[config.mk]
export PLATFORM = sky130hd
export DESIGN_NAME = ipv6_transport_header_locator_flat
export DESIGN_NICKNAME = d
export VERILOG_FILES = /design/src/rtl/ip6tl_pkg.sv /design/src/rtl/ip6tl_if.sv /design/src/rtl/ip6tl_walk.sv /design/src/rtl/ipv6_transport_header_locator.sv /design/src/flat_wrapper.sv
export SDC_FILE = /design/constraint.sdc
export NUM_CORES = 1
export LEC_CHECK = 0
export ABC_AREA = 0
export ABC_CLOCK_PERIOD_IN_PS = 13200
export BUFFER_PORTS_ARGS = -buffer_cell sky130_fd_sc_hd__buf_2
export CORE_MARGIN = 4
export CORE_UTILIZATION = 60
export DETAILED_ROUTE_END_ITERATION = 8
export PLACE_DENSITY = 0.79
export SLEW_MARGIN = 5
export SYNTH_ARGS = -nofsm -noshare
export SYNTH_HDL_FRONTEND = slang
export SYNTH_SLANG_ARGS = --single-unit
export TNS_END_PERCENT = 50
[constraint.sdc]
create_clock -name clk -period 13.2 [get_ports clk]
set_clock_uncertainty 0.2 [all_clocks]
set_input_delay 3.3 -clock clk [delete_from_list [all_inputs] [get_ports clk]]
set_output_delay 3.3 -clock clk [all_outputs]
set_load 0.05 [all_outputs]
[src/rtl/ip6tl_pkg.sv]
// Shared types, protocol numbers and helper functions for the IPv6
// transport header locator. Used by the walker, the top level and the testbench.
package ip6tl_pkg;

  localparam logic [2:0] MAX_HEADERS = 3'd4;

  localparam logic [7:0] PROTO_TCP      = 8'd6;
  localparam logic [7:0] PROTO_UDP      = 8'd17;
  localparam logic [7:0] PROTO_HOP      = 8'd0;
  localparam logic [7:0] PROTO_ROUTING  = 8'd43;
  localparam logic [7:0] PROTO_DSTOPTS  = 8'd60;
  localparam logic [7:0] PROTO_AH       = 8'd51;
  localparam logic [7:0] PROTO_FRAGMENT = 8'd44;

  localparam int unsigned LEN_W = 12;
  localparam logic [LEN_W-1:0] BASE_HEADER_BYTES = 12'd40;
  localparam logic [LEN_W-1:0] FRAG_HEADER_BYTES = 12'd8;
  localparam logic [15:0]      BASE_NEXT_INDEX   = 16'd6;
  localparam logic [15:0]      FRAG_OFFSET_HI    = 16'd2;
  localparam logic [15:0]      FRAG_OFFSET_LO    = 16'd3;
  localparam logic [7:0]       FRAG_BITS_MASK    = 8'hF9;

  typedef enum logic [3:0] {
    KIND_BASE = 4'b0001,
    KIND_EXT  = 4'b0010,
    KIND_AH   = 4'b0100,
    KIND_FRAG = 4'b1000
  } kind_t;

  typedef enum logic [1:0] {
    VERDICT_FOUND  = 2'd0,
    VERDICT_BYPASS = 2'd1,
    VERDICT_DROP   = 2'd2
  } verdict_t;

  typedef struct packed {
    logic [7:0] data_byte;
    logic       last_byte;
    logic [7:0] base_offset;
  } item_t;

  typedef struct packed {
    logic        hit;
    verdict_t    verdict;
    logic [7:0]  protocol;
    logic [15:0] offset;
  } res_t;

  function automatic logic is_transport(input logic [7:0] p);
    return (p == PROTO_TCP) || (p == PROTO_UDP);
  endfunction

  function automatic logic is_chain_header(input logic [7:0] p);
    return (p == PROTO_HOP) || (p == PROTO_ROUTING) || (p == PROTO_DSTOPTS) ||
           (p == PROTO_AH) || (p == PROTO_FRAGMENT);
  endfunction

endpackage

[src/rtl/ip6tl_if.sv]
// Valid/ready channel interfaces for the packet byte input and the verdict
// output of the locator. Depends on nothing.
interface ip6tl_in_if;
  logic       valid;
  logic       ready;
  logic [7:0] data_byte;
  logic       last_byte;
  logic [7:0] base_offset;

  modport source (output valid, output data_byte, output last_byte,
                  output base_offset, input ready);
  modport sink   (input valid, input data_byte, input last_byte,
                  input base_offset, output ready);
endinterface

interface ip6tl_out_if;
  logic        valid;
  logic        ready;
  logic [1:0]  verdict;
  logic [7:0]  transport_protocol;
  logic [15:0] transport_offset;

  modport source (output valid, output verdict, output transport_protocol,
                  output transport_offset, input ready);
  modport sink   (input valid, input verdict, input transport_protocol,
                  input transport_offset, output ready);
endinterface

[src/rtl/ip6tl_walk.sv]
// Next-header chain walker: per-packet state registers and the one-byte
// update logic that decides the verdict. Depends on ip6tl_pkg.
module ip6tl_walk (
  input  logic            clk,
  input  logic            rst_n,
  input  logic            step,
  input  ip6tl_pkg::item_t item,
  output ip6tl_pkg::res_t  res
);

  logic [15:0]         pos_r, pos_nxt;
  logic [15:0]         start_r, start_nxt;
  logic [7:0]          pend_r, pend_nxt;
  logic [2:0]          seen_r, seen_nxt;
  ip6tl_pkg::kind_t    kind_r, kind_nxt;
  logic [7:0]          saved_r, saved_nxt;
  logic [7:0]          base_r, base_nxt;
  logic                given_r, given_nxt;

  always_comb begin
    logic [15:0]                 rel;
    logic [ip6tl_pkg::LEN_W-1:0] len;
    logic [15:0]                 len16;
    logic [15:0]                 next_start;
    logic [7:0]                  b;
    logic                        done;

    b          = item.data_byte;
    pos_nxt    = pos_r;
    start_nxt  = start_r;
    pend_nxt   = pend_r;
    seen_nxt   = seen_r;
    kind_nxt   = kind_r;
    saved_nxt  = saved_r;
    base_nxt   = (pos_r == 16'd0) ? item.base_offset : base_r;
    given_nxt  = given_r;
    res        = '{hit: 1'b0, verdict: ip6tl_pkg::VERDICT_BYPASS,
                   protocol: 8'd0, offset: 16'd0};
    rel        = pos_r - start_r;
    len        = '0;
    len16      = 16'd0;
    next_start = start_r;
    done       = 1'b0;

    if (!given_r) begin
      case (kind_r)
        ip6tl_pkg::KIND_BASE: begin
          if (rel == ip6tl_pkg::BASE_NEXT_INDEX) pend_nxt = b;
          len = ip6tl_pkg::BASE_HEADER_BYTES;
        end
        ip6tl_pkg::KIND_FRAG: begin
          if (rel == 16'd0) pend_nxt = b;
          else if (rel == ip6tl_pkg::FRAG_OFFSET_HI) saved_nxt = b;
          else if (rel == ip6tl_pkg::FRAG_OFFSET_LO)
            saved_nxt = saved_r | (b & ip6tl_pkg::FRAG_BITS_MASK);
          len = ip6tl_pkg::FRAG_HEADER_BYTES;
        end
        ip6tl_pkg::KIND_EXT, ip6tl_pkg::KIND_AH: begin
          if (rel == 16'd0) pend_nxt = b;
          else if (rel == 16'd1) saved_nxt = b;
          // AH counts 4-byte units minus two, the others 8-byte units minus one.
          if (rel != 16'd0) begin
            if (kind_r == ip6tl_pkg::KIND_AH)
              len = ip6tl_pkg::LEN_W'({saved_nxt, 2'b00}) + 12'd8;
            else
              len = ip6tl_pkg::LEN_W'({saved_nxt, 3'b000}) + 12'd8;
          end
        end
        default: len = '0;
      endcase

      len16      = 16'(len);
      next_start = start_r + len16;
      done       = (len != '0) && (rel == len16 - 16'd1);

      if (done) begin
        if (kind_r == ip6tl_pkg::KIND_FRAG) begin
          res.hit = 1'b1;
          if (saved_nxt != 8'd0) begin
            res.verdict = ip6tl_pkg::VERDICT_BYPASS;
          end else if (ip6tl_pkg::is_transport(pend_nxt)) begin
            res.verdict  = ip6tl_pkg::VERDICT_FOUND;
            res.protocol = pend_nxt;
            res.offset   = 16'(base_nxt) + next_start;
          end else if (ip6tl_pkg::is_chain_header(pend_nxt)) begin
            res.verdict = ip6tl_pkg::VERDICT_DROP;
          end else begin
            res.verdict = ip6tl_pkg::VERDICT_BYPASS;
          end
        end else begin
          if (kind_r != ip6tl_pkg::KIND_BASE) seen_nxt = seen_r + 3'd1;
          if (seen_nxt >= ip6tl_pkg::MAX_HEADERS) begin
            res.hit     = 1'b1;
            res.verdict = ip6tl_pkg::VERDICT_DROP;
          end else if (ip6tl_pkg::is_transport(pend_nxt)) begin
            res.hit      = 1'b1;
            res.verdict  = ip6tl_pkg::VERDICT_FOUND;
            res.protocol = pend_nxt;
            res.offset   = 16'(base_nxt) + next_start;
          end else if (ip6tl_pkg::is_chain_header(pend_nxt)) begin
            // Continue the walk into the next extension header.
            if (pend_nxt == ip6tl_pkg::PROTO_FRAGMENT) kind_nxt = ip6tl_pkg::KIND_FRAG;
            else if (pend_nxt == ip6tl_pkg::PROTO_AH) kind_nxt = ip6tl_pkg::KIND_AH;
            else kind_nxt = ip6tl_pkg::KIND_EXT;
            start_nxt = next_start;
            pend_nxt  = 8'd0;
            saved_nxt = 8'd0;
          end else begin
            res.hit     = 1'b1;
            res.verdict = ip6tl_pkg::VERDICT_BYPASS;
          end
        end
      end

      if (!res.hit && item.last_byte) begin
        res.hit     = 1'b1;
        res.verdict = ip6tl_pkg::VERDICT_DROP;
      end
      given_nxt = res.hit;
    end

    if (item.last_byte) begin
      pos_nxt   = 16'd0;
      start_nxt = 16'd0;
      pend_nxt  = 8'd0;
      seen_nxt  = 3'd0;
      kind_nxt  = ip6tl_pkg::KIND_BASE;
      saved_nxt = 8'd0;
      given_nxt = 1'b0;
    end else if (pos_r != 16'hFFFF) begin
      pos_nxt = pos_r + 16'd1;
    end
  end

  always_ff @(posedge clk) begin
    if (!rst_n) begin
      pos_r   <= 16'd0;
      start_r <= 16'd0;
      pend_r  <= 8'd0;
      seen_r  <= 3'd0;
      kind_r  <= ip6tl_pkg::KIND_BASE;
      saved_r <= 8'd0;
      base_r  <= 8'd0;
      given_r <= 1'b0;
    end else if (step) begin
      pos_r   <= pos_nxt;
      start_r <= start_nxt;
      pend_r  <= pend_nxt;
      seen_r  <= seen_nxt;
      kind_r  <= kind_nxt;
      saved_r <= saved_nxt;
      base_r  <= base_nxt;
      given_r <= given_nxt;
    end
  end

endmodule

[src/rtl/ipv6_transport_header_locator.sv]
// Top level of the IPv6 transport header locator: input register, chain
// walker and result register. Depends on ip6tl_pkg, ip6tl_if and ip6tl_walk.
//
// Usage: feed the packet one byte per item on in_chan, starting with the
// first byte of the IPv6 header, with last_byte set on the final byte and
// base_offset valid on the first byte. For each packet exactly one result
// item appears on out_chan: verdict found (with TCP/UDP protocol and the
// absolute transport header offset), bypass, or drop.
// Timing: an accepted byte is walked out of the input register once the
// result register is free; a result it decides is registered in the result
// register. Throughput is one byte per cycle while the receiver does not stall,
// set by the single registered pass of the walker; most bytes cause no result.
// Reset (rst_n low at a clock edge) empties both registers and returns the
// walker to the start of a packet.
// When the receiver stalls, the held result blocks the walker; the input
// register still takes one more byte if it is empty, then in_chan.ready goes
// low until the result is taken.
module ipv6_transport_header_locator (
  input logic         clk,
  input logic         rst_n,
  ip6tl_in_if.sink    in_chan,
  ip6tl_out_if.source out_chan
);

  logic              s1_valid_r, s1_valid_nxt;
  ip6tl_pkg::item_t  s1_item_r;
  logic              out_valid_r, out_valid_nxt;
  ip6tl_pkg::res_t   out_res_r;
  ip6tl_pkg::res_t   walk_res;
  logic              out_free;
  logic              step;
  logic              in_accept;

  assign out_free     = !out_valid_r || out_chan.ready;
  assign step         = s1_valid_r && out_free;
  assign in_chan.ready = !s1_valid_r || out_free;
  assign in_accept    = in_chan.valid && in_chan.ready;

  assign s1_valid_nxt  = in_accept ? 1'b1 : (step ? 1'b0 : s1_valid_r);
  assign out_valid_nxt = out_free ? (step && walk_res.hit) : out_valid_r;

  ip6tl_walk u_walk (
    .clk   (clk),
    .rst_n (rst_n),
    .step  (step),
    .item  (s1_item_r),
    .res   (walk_res)
  );

  always_ff @(posedge clk) begin
    if (!rst_n) begin
      s1_valid_r  <= 1'b0;
      out_valid_r <= 1'b0;
    end else begin
      s1_valid_r  <= s1_valid_nxt;
      out_valid_r <= out_valid_nxt;
    end
  end

  always_ff @(posedge clk) begin
    if (in_accept) begin
      s1_item_r <= '{data_byte: in_chan.data_byte, last_byte: in_chan.last_byte,
                     base_offset: in_chan.base_offset};
    end
    if (step && walk_res.hit) begin
      out_res_r <= walk_res;
    end
  end

  assign out_chan.valid              = out_valid_r;
  assign out_chan.verdict            = out_res_r.verdict;
  assign out_chan.transport_protocol = out_res_r.protocol;
  assign out_chan.transport_offset   = out_res_r.offset;

  // A found verdict always names TCP or UDP.
  a_found_proto: assert property (@(posedge clk) disable iff (!rst_n)
    (out_valid_r && out_res_r.verdict == ip6tl_pkg::VERDICT_FOUND) |->
      (out_res_r.protocol == ip6tl_pkg::PROTO_TCP ||
       out_res_r.protocol == ip6tl_pkg::PROTO_UDP))
    else $error("found verdict without transport protocol");

  // Bypass and drop carry zero protocol and offset.
  a_other_zero: assert property (@(posedge clk) disable iff (!rst_n)
    (out_valid_r && out_res_r.verdict != ip6tl_pkg::VERDICT_FOUND) |->
      (out_res_r.protocol == 8'd0 && out_res_r.offset == 16'd0))
    else $error("non-found verdict with payload");

  // A byte held behind a stalled result is not lost.
  a_hold_input: assert property (@(posedge clk) disable iff (!rst_n)
    (s1_valid_r && !out_free) |=> s1_valid_r)
    else $error("input byte dropped during stall");

endmodule

[src/flat_wrapper.sv]
// flat-port wrapper written by rule: the top's interface ports become plain ports
module ipv6_transport_header_locator_flat 
  (clk, rst_n, in_chan_valid, in_chan_data_byte, in_chan_last_byte, in_chan_base_offset, in_chan_ready, out_chan_valid, out_chan_verdict, out_chan_transport_protocol, out_chan_transport_offset, out_chan_ready);
  ip6tl_in_if in_chan_i ();
  ip6tl_out_if out_chan_i ();
  input logic clk;
  input logic rst_n;
  input wire logic [$bits(in_chan_i.valid)-1:0] in_chan_valid;
  input wire logic [$bits(in_chan_i.data_byte)-1:0] in_chan_data_byte;
  input wire logic [$bits(in_chan_i.last_byte)-1:0] in_chan_last_byte;
  input wire logic [$bits(in_chan_i.base_offset)-1:0] in_chan_base_offset;
  output wire logic [$bits(in_chan_i.ready)-1:0] in_chan_ready;
  output wire logic [$bits(out_chan_i.valid)-1:0] out_chan_valid;
  output wire logic [$bits(out_chan_i.verdict)-1:0] out_chan_verdict;
  output wire logic [$bits(out_chan_i.transport_protocol)-1:0] out_chan_transport_protocol;
  output wire logic [$bits(out_chan_i.transport_offset)-1:0] out_chan_transport_offset;
  input wire logic [$bits(out_chan_i.ready)-1:0] out_chan_ready;
  assign in_chan_i.valid = in_chan_valid;
  assign in_chan_i.data_byte = in_chan_data_byte;
  assign in_chan_i.last_byte = in_chan_last_byte;
  assign in_chan_i.base_offset = in_chan_base_offset;
  assign in_chan_ready = in_chan_i.ready;
  assign out_chan_valid = out_chan_i.valid;
  assign out_chan_verdict = out_chan_i.verdict;
  assign out_chan_transport_protocol = out_chan_i.transport_protocol;
  assign out_chan_transport_offset = out_chan_i.transport_offset;
  assign out_chan_i.ready = out_chan_ready;
  ipv6_transport_header_locator u_core (.clk(clk), .rst_n(rst_n), .in_chan(in_chan_i), .out_chan(out_chan_i));
endmodule
==> impl_metrics.json <==
{
  "rrSetupSlack_ns": 5.75,
  "postRouteAntennaNets": 0,
  "fill_cells": 1079,
  "dp.final_hpwl_um": 15100,
  "p_comb_frac": 0.089,
  "power.density_nw_per_um2": 82.3,
  "synth-seq-cells": 107,
  "leakage_uw": 0.00337,
  "synthTopCellsByCount": "nor2_1 (97), nand2_1 (69), dfxtp_1 (64)",
  "first_pass_iters": 8,
  "cts-buffers-inserted": 9,
  "clkTransAtPathRegs_ns": 0.07,
  "critPathRequiredTime_ns": 9.70,
  "clock_path_buffers": 2,
  "cap_violations": 0,
  "relSlewSlack": 0.213,
  "num-nets-final": 1010,
  "fp.dieW_um": 123,
  "drive_gt1_frac": 0.118,
  "met1_usage": 0.394,
  "dieArea_um2": 15200,
  "worst_skew_pair.late_latency_ns": 0.35,
  "synth.avg_cell_area_um2": 8.61,
  "critPathCaptureType": "output pin",
  "n_antenna_cell": 0,
  "regToRegStartpoint": "u_core.u_walk.pos_r[2]",
  "grt_pass1_wl_um": 32900,
  "postCtsSetupRepairBufs": 0,
  "synth.largest_area_cell": "edfxtp_1",
  "total_power_uw": 706,
  "drc": 0,
  "antenna_found_initial": 0,
  "vdd_drop_max_mv": 0.0808,
  "cts_resized": 0,
  "drt_iter0_drc": 679,
  "hold_path_class": "reg -> reg",
  "r2r-end": "u_core.u_walk.start_r[13]",
  "synth.top_cell.area_share": 0.162,
  "grt_max_degree": 29,
  "start_kind": "primary input",
  "status": "complete, no violations",
  "r2r_cells": 21,
  "grtUsageMet3": 0.0366,
  "hold_path_end": "u_core.u_walk.base_r[0]",
  "worstPathMaxFanout": 6,
  "synth_edf_count": 43,
  "core_area_um2": 12800,
  "fin_crit_ns": 7.52,
  "area_delta_synth_final_pct": 7.85,
  "ys_seq_area_frac": 0.323,
  "grt.busiest_layer": "met2",
  "grt_overflow": 0,
  "yosys-top-cells-area": "edfxtp_1 (16%), dfxtp_1 (16%), ha_1 (6.3%), xnor2_1 (4.6%), nor2_1 (4.6%)",
  "hold_violations": 0,
  "async_flop_share": 0,
  "pin_count": 49,
  "tns_ns": 0,
  "initial_core_util": 0.620,
  "cts-root-buf": "clkbuf_16",
  "postSynthCellCount": 924,
  "critPathKind": "in -> out",
  "vias": 7123,
  "setup_viol": 0,
  "wl_per_cell_um": 17.9,
  "whs_path_depth": 2,
  "viasPerCell": 6.33,
  "rsz0062_at_grt": "false",
  "h-tree-depth": 3,
  "pwr-share-seq": 0.508,
  "met2_usage": 0.424,
  "max_freq_ghz": 0.133,
  "clock_power_share": 0.403,
  "rows": 41,
  "place_congestion": 0.970,
  "yosysWarnings": 0,
  "io_buffers": 48,
  "arrival_ns": 4.02,
  "synth_area_um2": 7960,
  "synth.most_common_cell": "nor2_1",
  "cts_num_sinks": 107,
  "power_switching_uw": 169,
  "worst_pin_slew_ns": 1.18,
  "cts_tree": "done",
  "swShare": 0.239,
  "fp.dieH_um": 123,
  "routed_wl_um": 20100,
  "post-route-period-util": 0.569,
  "grt.total_usage": 0.274,
  "ys_dominant_reg_cell": "dfxtp_1",
  "report.final.slew_viol_count": 0,
  "min_from": "u_core.u_walk.base_r[0]",
  "grt_pass1_vias": 6491,
  "ctsHoldBuffers": 0,
  "netlist-cell-type-count": 85,
  "p_int_uw": 537
}
==> layer usage <==
| metal | part of all wire | wire, um |
|---|---|---|
| met1 | 0.46 | 9200 |
| met2 | 0.44 | 8960 |
| met3 | 0.072 | 1460 |
| met4 | 0.026 | 527 |
| met5 | 0 | 0 |
==> kinds of logic (layout without fill, tap and decap cells) <==
| group | after synthesis | in the layout | synth area share |
|---|---|---|---|
| compound gates | 219 | 219 | 0.201 |
| buf+inv | 92 | 116 | 0.0489 |
| mux | 29 | 29 | 0.0395 |
| xor+xnor | 71 | 71 | 0.0782 |
| fa+ha+maj | 41 | 41 | 0.0654 |
| other cells | 1 | 6 | 0.000471 |
| simple gates | 364 | 364 | 0.243 |
| flops | 107 | 107 | 0.323 |
==> state kept, by name, summed over array words and instances (netlist names), 2 cells and up <==
signal and flops:
u_core.u_walk.saved_r 8, u_core.s1_item_r 17, u_core.out_chan.transport_offset 16, u_core.u_walk.seen_r 3, u_core.u_walk.base_r 8, u_core.out_chan.verdict 2, u_core.out_chan.transport_protocol 8, u_core.u_walk.pend_r 8
u_core.u_walk.kind_r 4, u_core.u_walk.pos_r 16, u_core.u_walk.start_r 14
==> per-stage QoR <==
step,hold WS (ns),instances,setup slack [ns],utilization,instance area (um^2)
4_1_cts,0.287,1125,5.68,0.669,8580
3_3_place_gp,0.271,1109,5.73,0.644,8260
2_1_floorplan,0.246,929,5.82,-,7970
6_report,0.283,1125,5.68,0.669,8580
3_5_place_dp,0.267,1109,5.68,0.644,8260
5_1_grt,0.314,1125,5.26,0.669,8580
==> placed cells by master, fill, tap and decap left out, types with 12 or more instances in the layout <==
cell and n:
edfxtp_1 43, nand4_1 17, nor2_1 97, and2_1 17, a22oi_1 12, xnor2_1 42, a21o_1 19, dfxtp_1 64
and3_1 17, inv_1 46, mux2i_1 14, nand3_1 34, a22o_1 16, nor2b_1 25, a21oi_1 39, mux2_2 12
nand2_1 69, buf_2 48, nor3_1 18, xor2_1 29, o21ai_0 29, ha_1 40
==> layout make-up <==
type                       instances  area (um^2)  area share
multi-input combinational        730         5020       0.585
sequential                       107         2570       0.300
timing repair buffer              53          278      0.0324
clock buffer                      13          272      0.0316
tap                              172          215      0.0251
inverter                          47          176      0.0206
clock inverter                     3         43.8     0.00510
==> critical path: stages <==
cell	delay, ns
buf_2	0.09
nor2b_1	0.28
nand2_1	0.12
buf_2	0.22
==> worst max-delay path by stage <==
stage,startpoint,end,slack [ns]
global route,u_core.u_walk.start_r[2],u_core.out_chan.transport_offset[15],5.26
finish,out_chan_ready,in_chan_ready,5.68
detailed placement,out_chan_ready,in_chan_ready,5.68
floorplan,out_chan_ready,in_chan_ready,5.82
global placement,out_chan_ready,in_chan_ready,5.73
CTS,out_chan_ready,in_chan_ready,5.68
==> power by group through the flow <==
stage               clock network [uW]  registers [uW]  logic [uW]
global route                       304             359        67.6
CTS                                289             359        62.2
finish                             284             359        62.7
floorplan                            0             371        40.0
detailed placement                   0             366        61.7
global placement                     0             366        60.9
(Power assumes the default switching activity.)
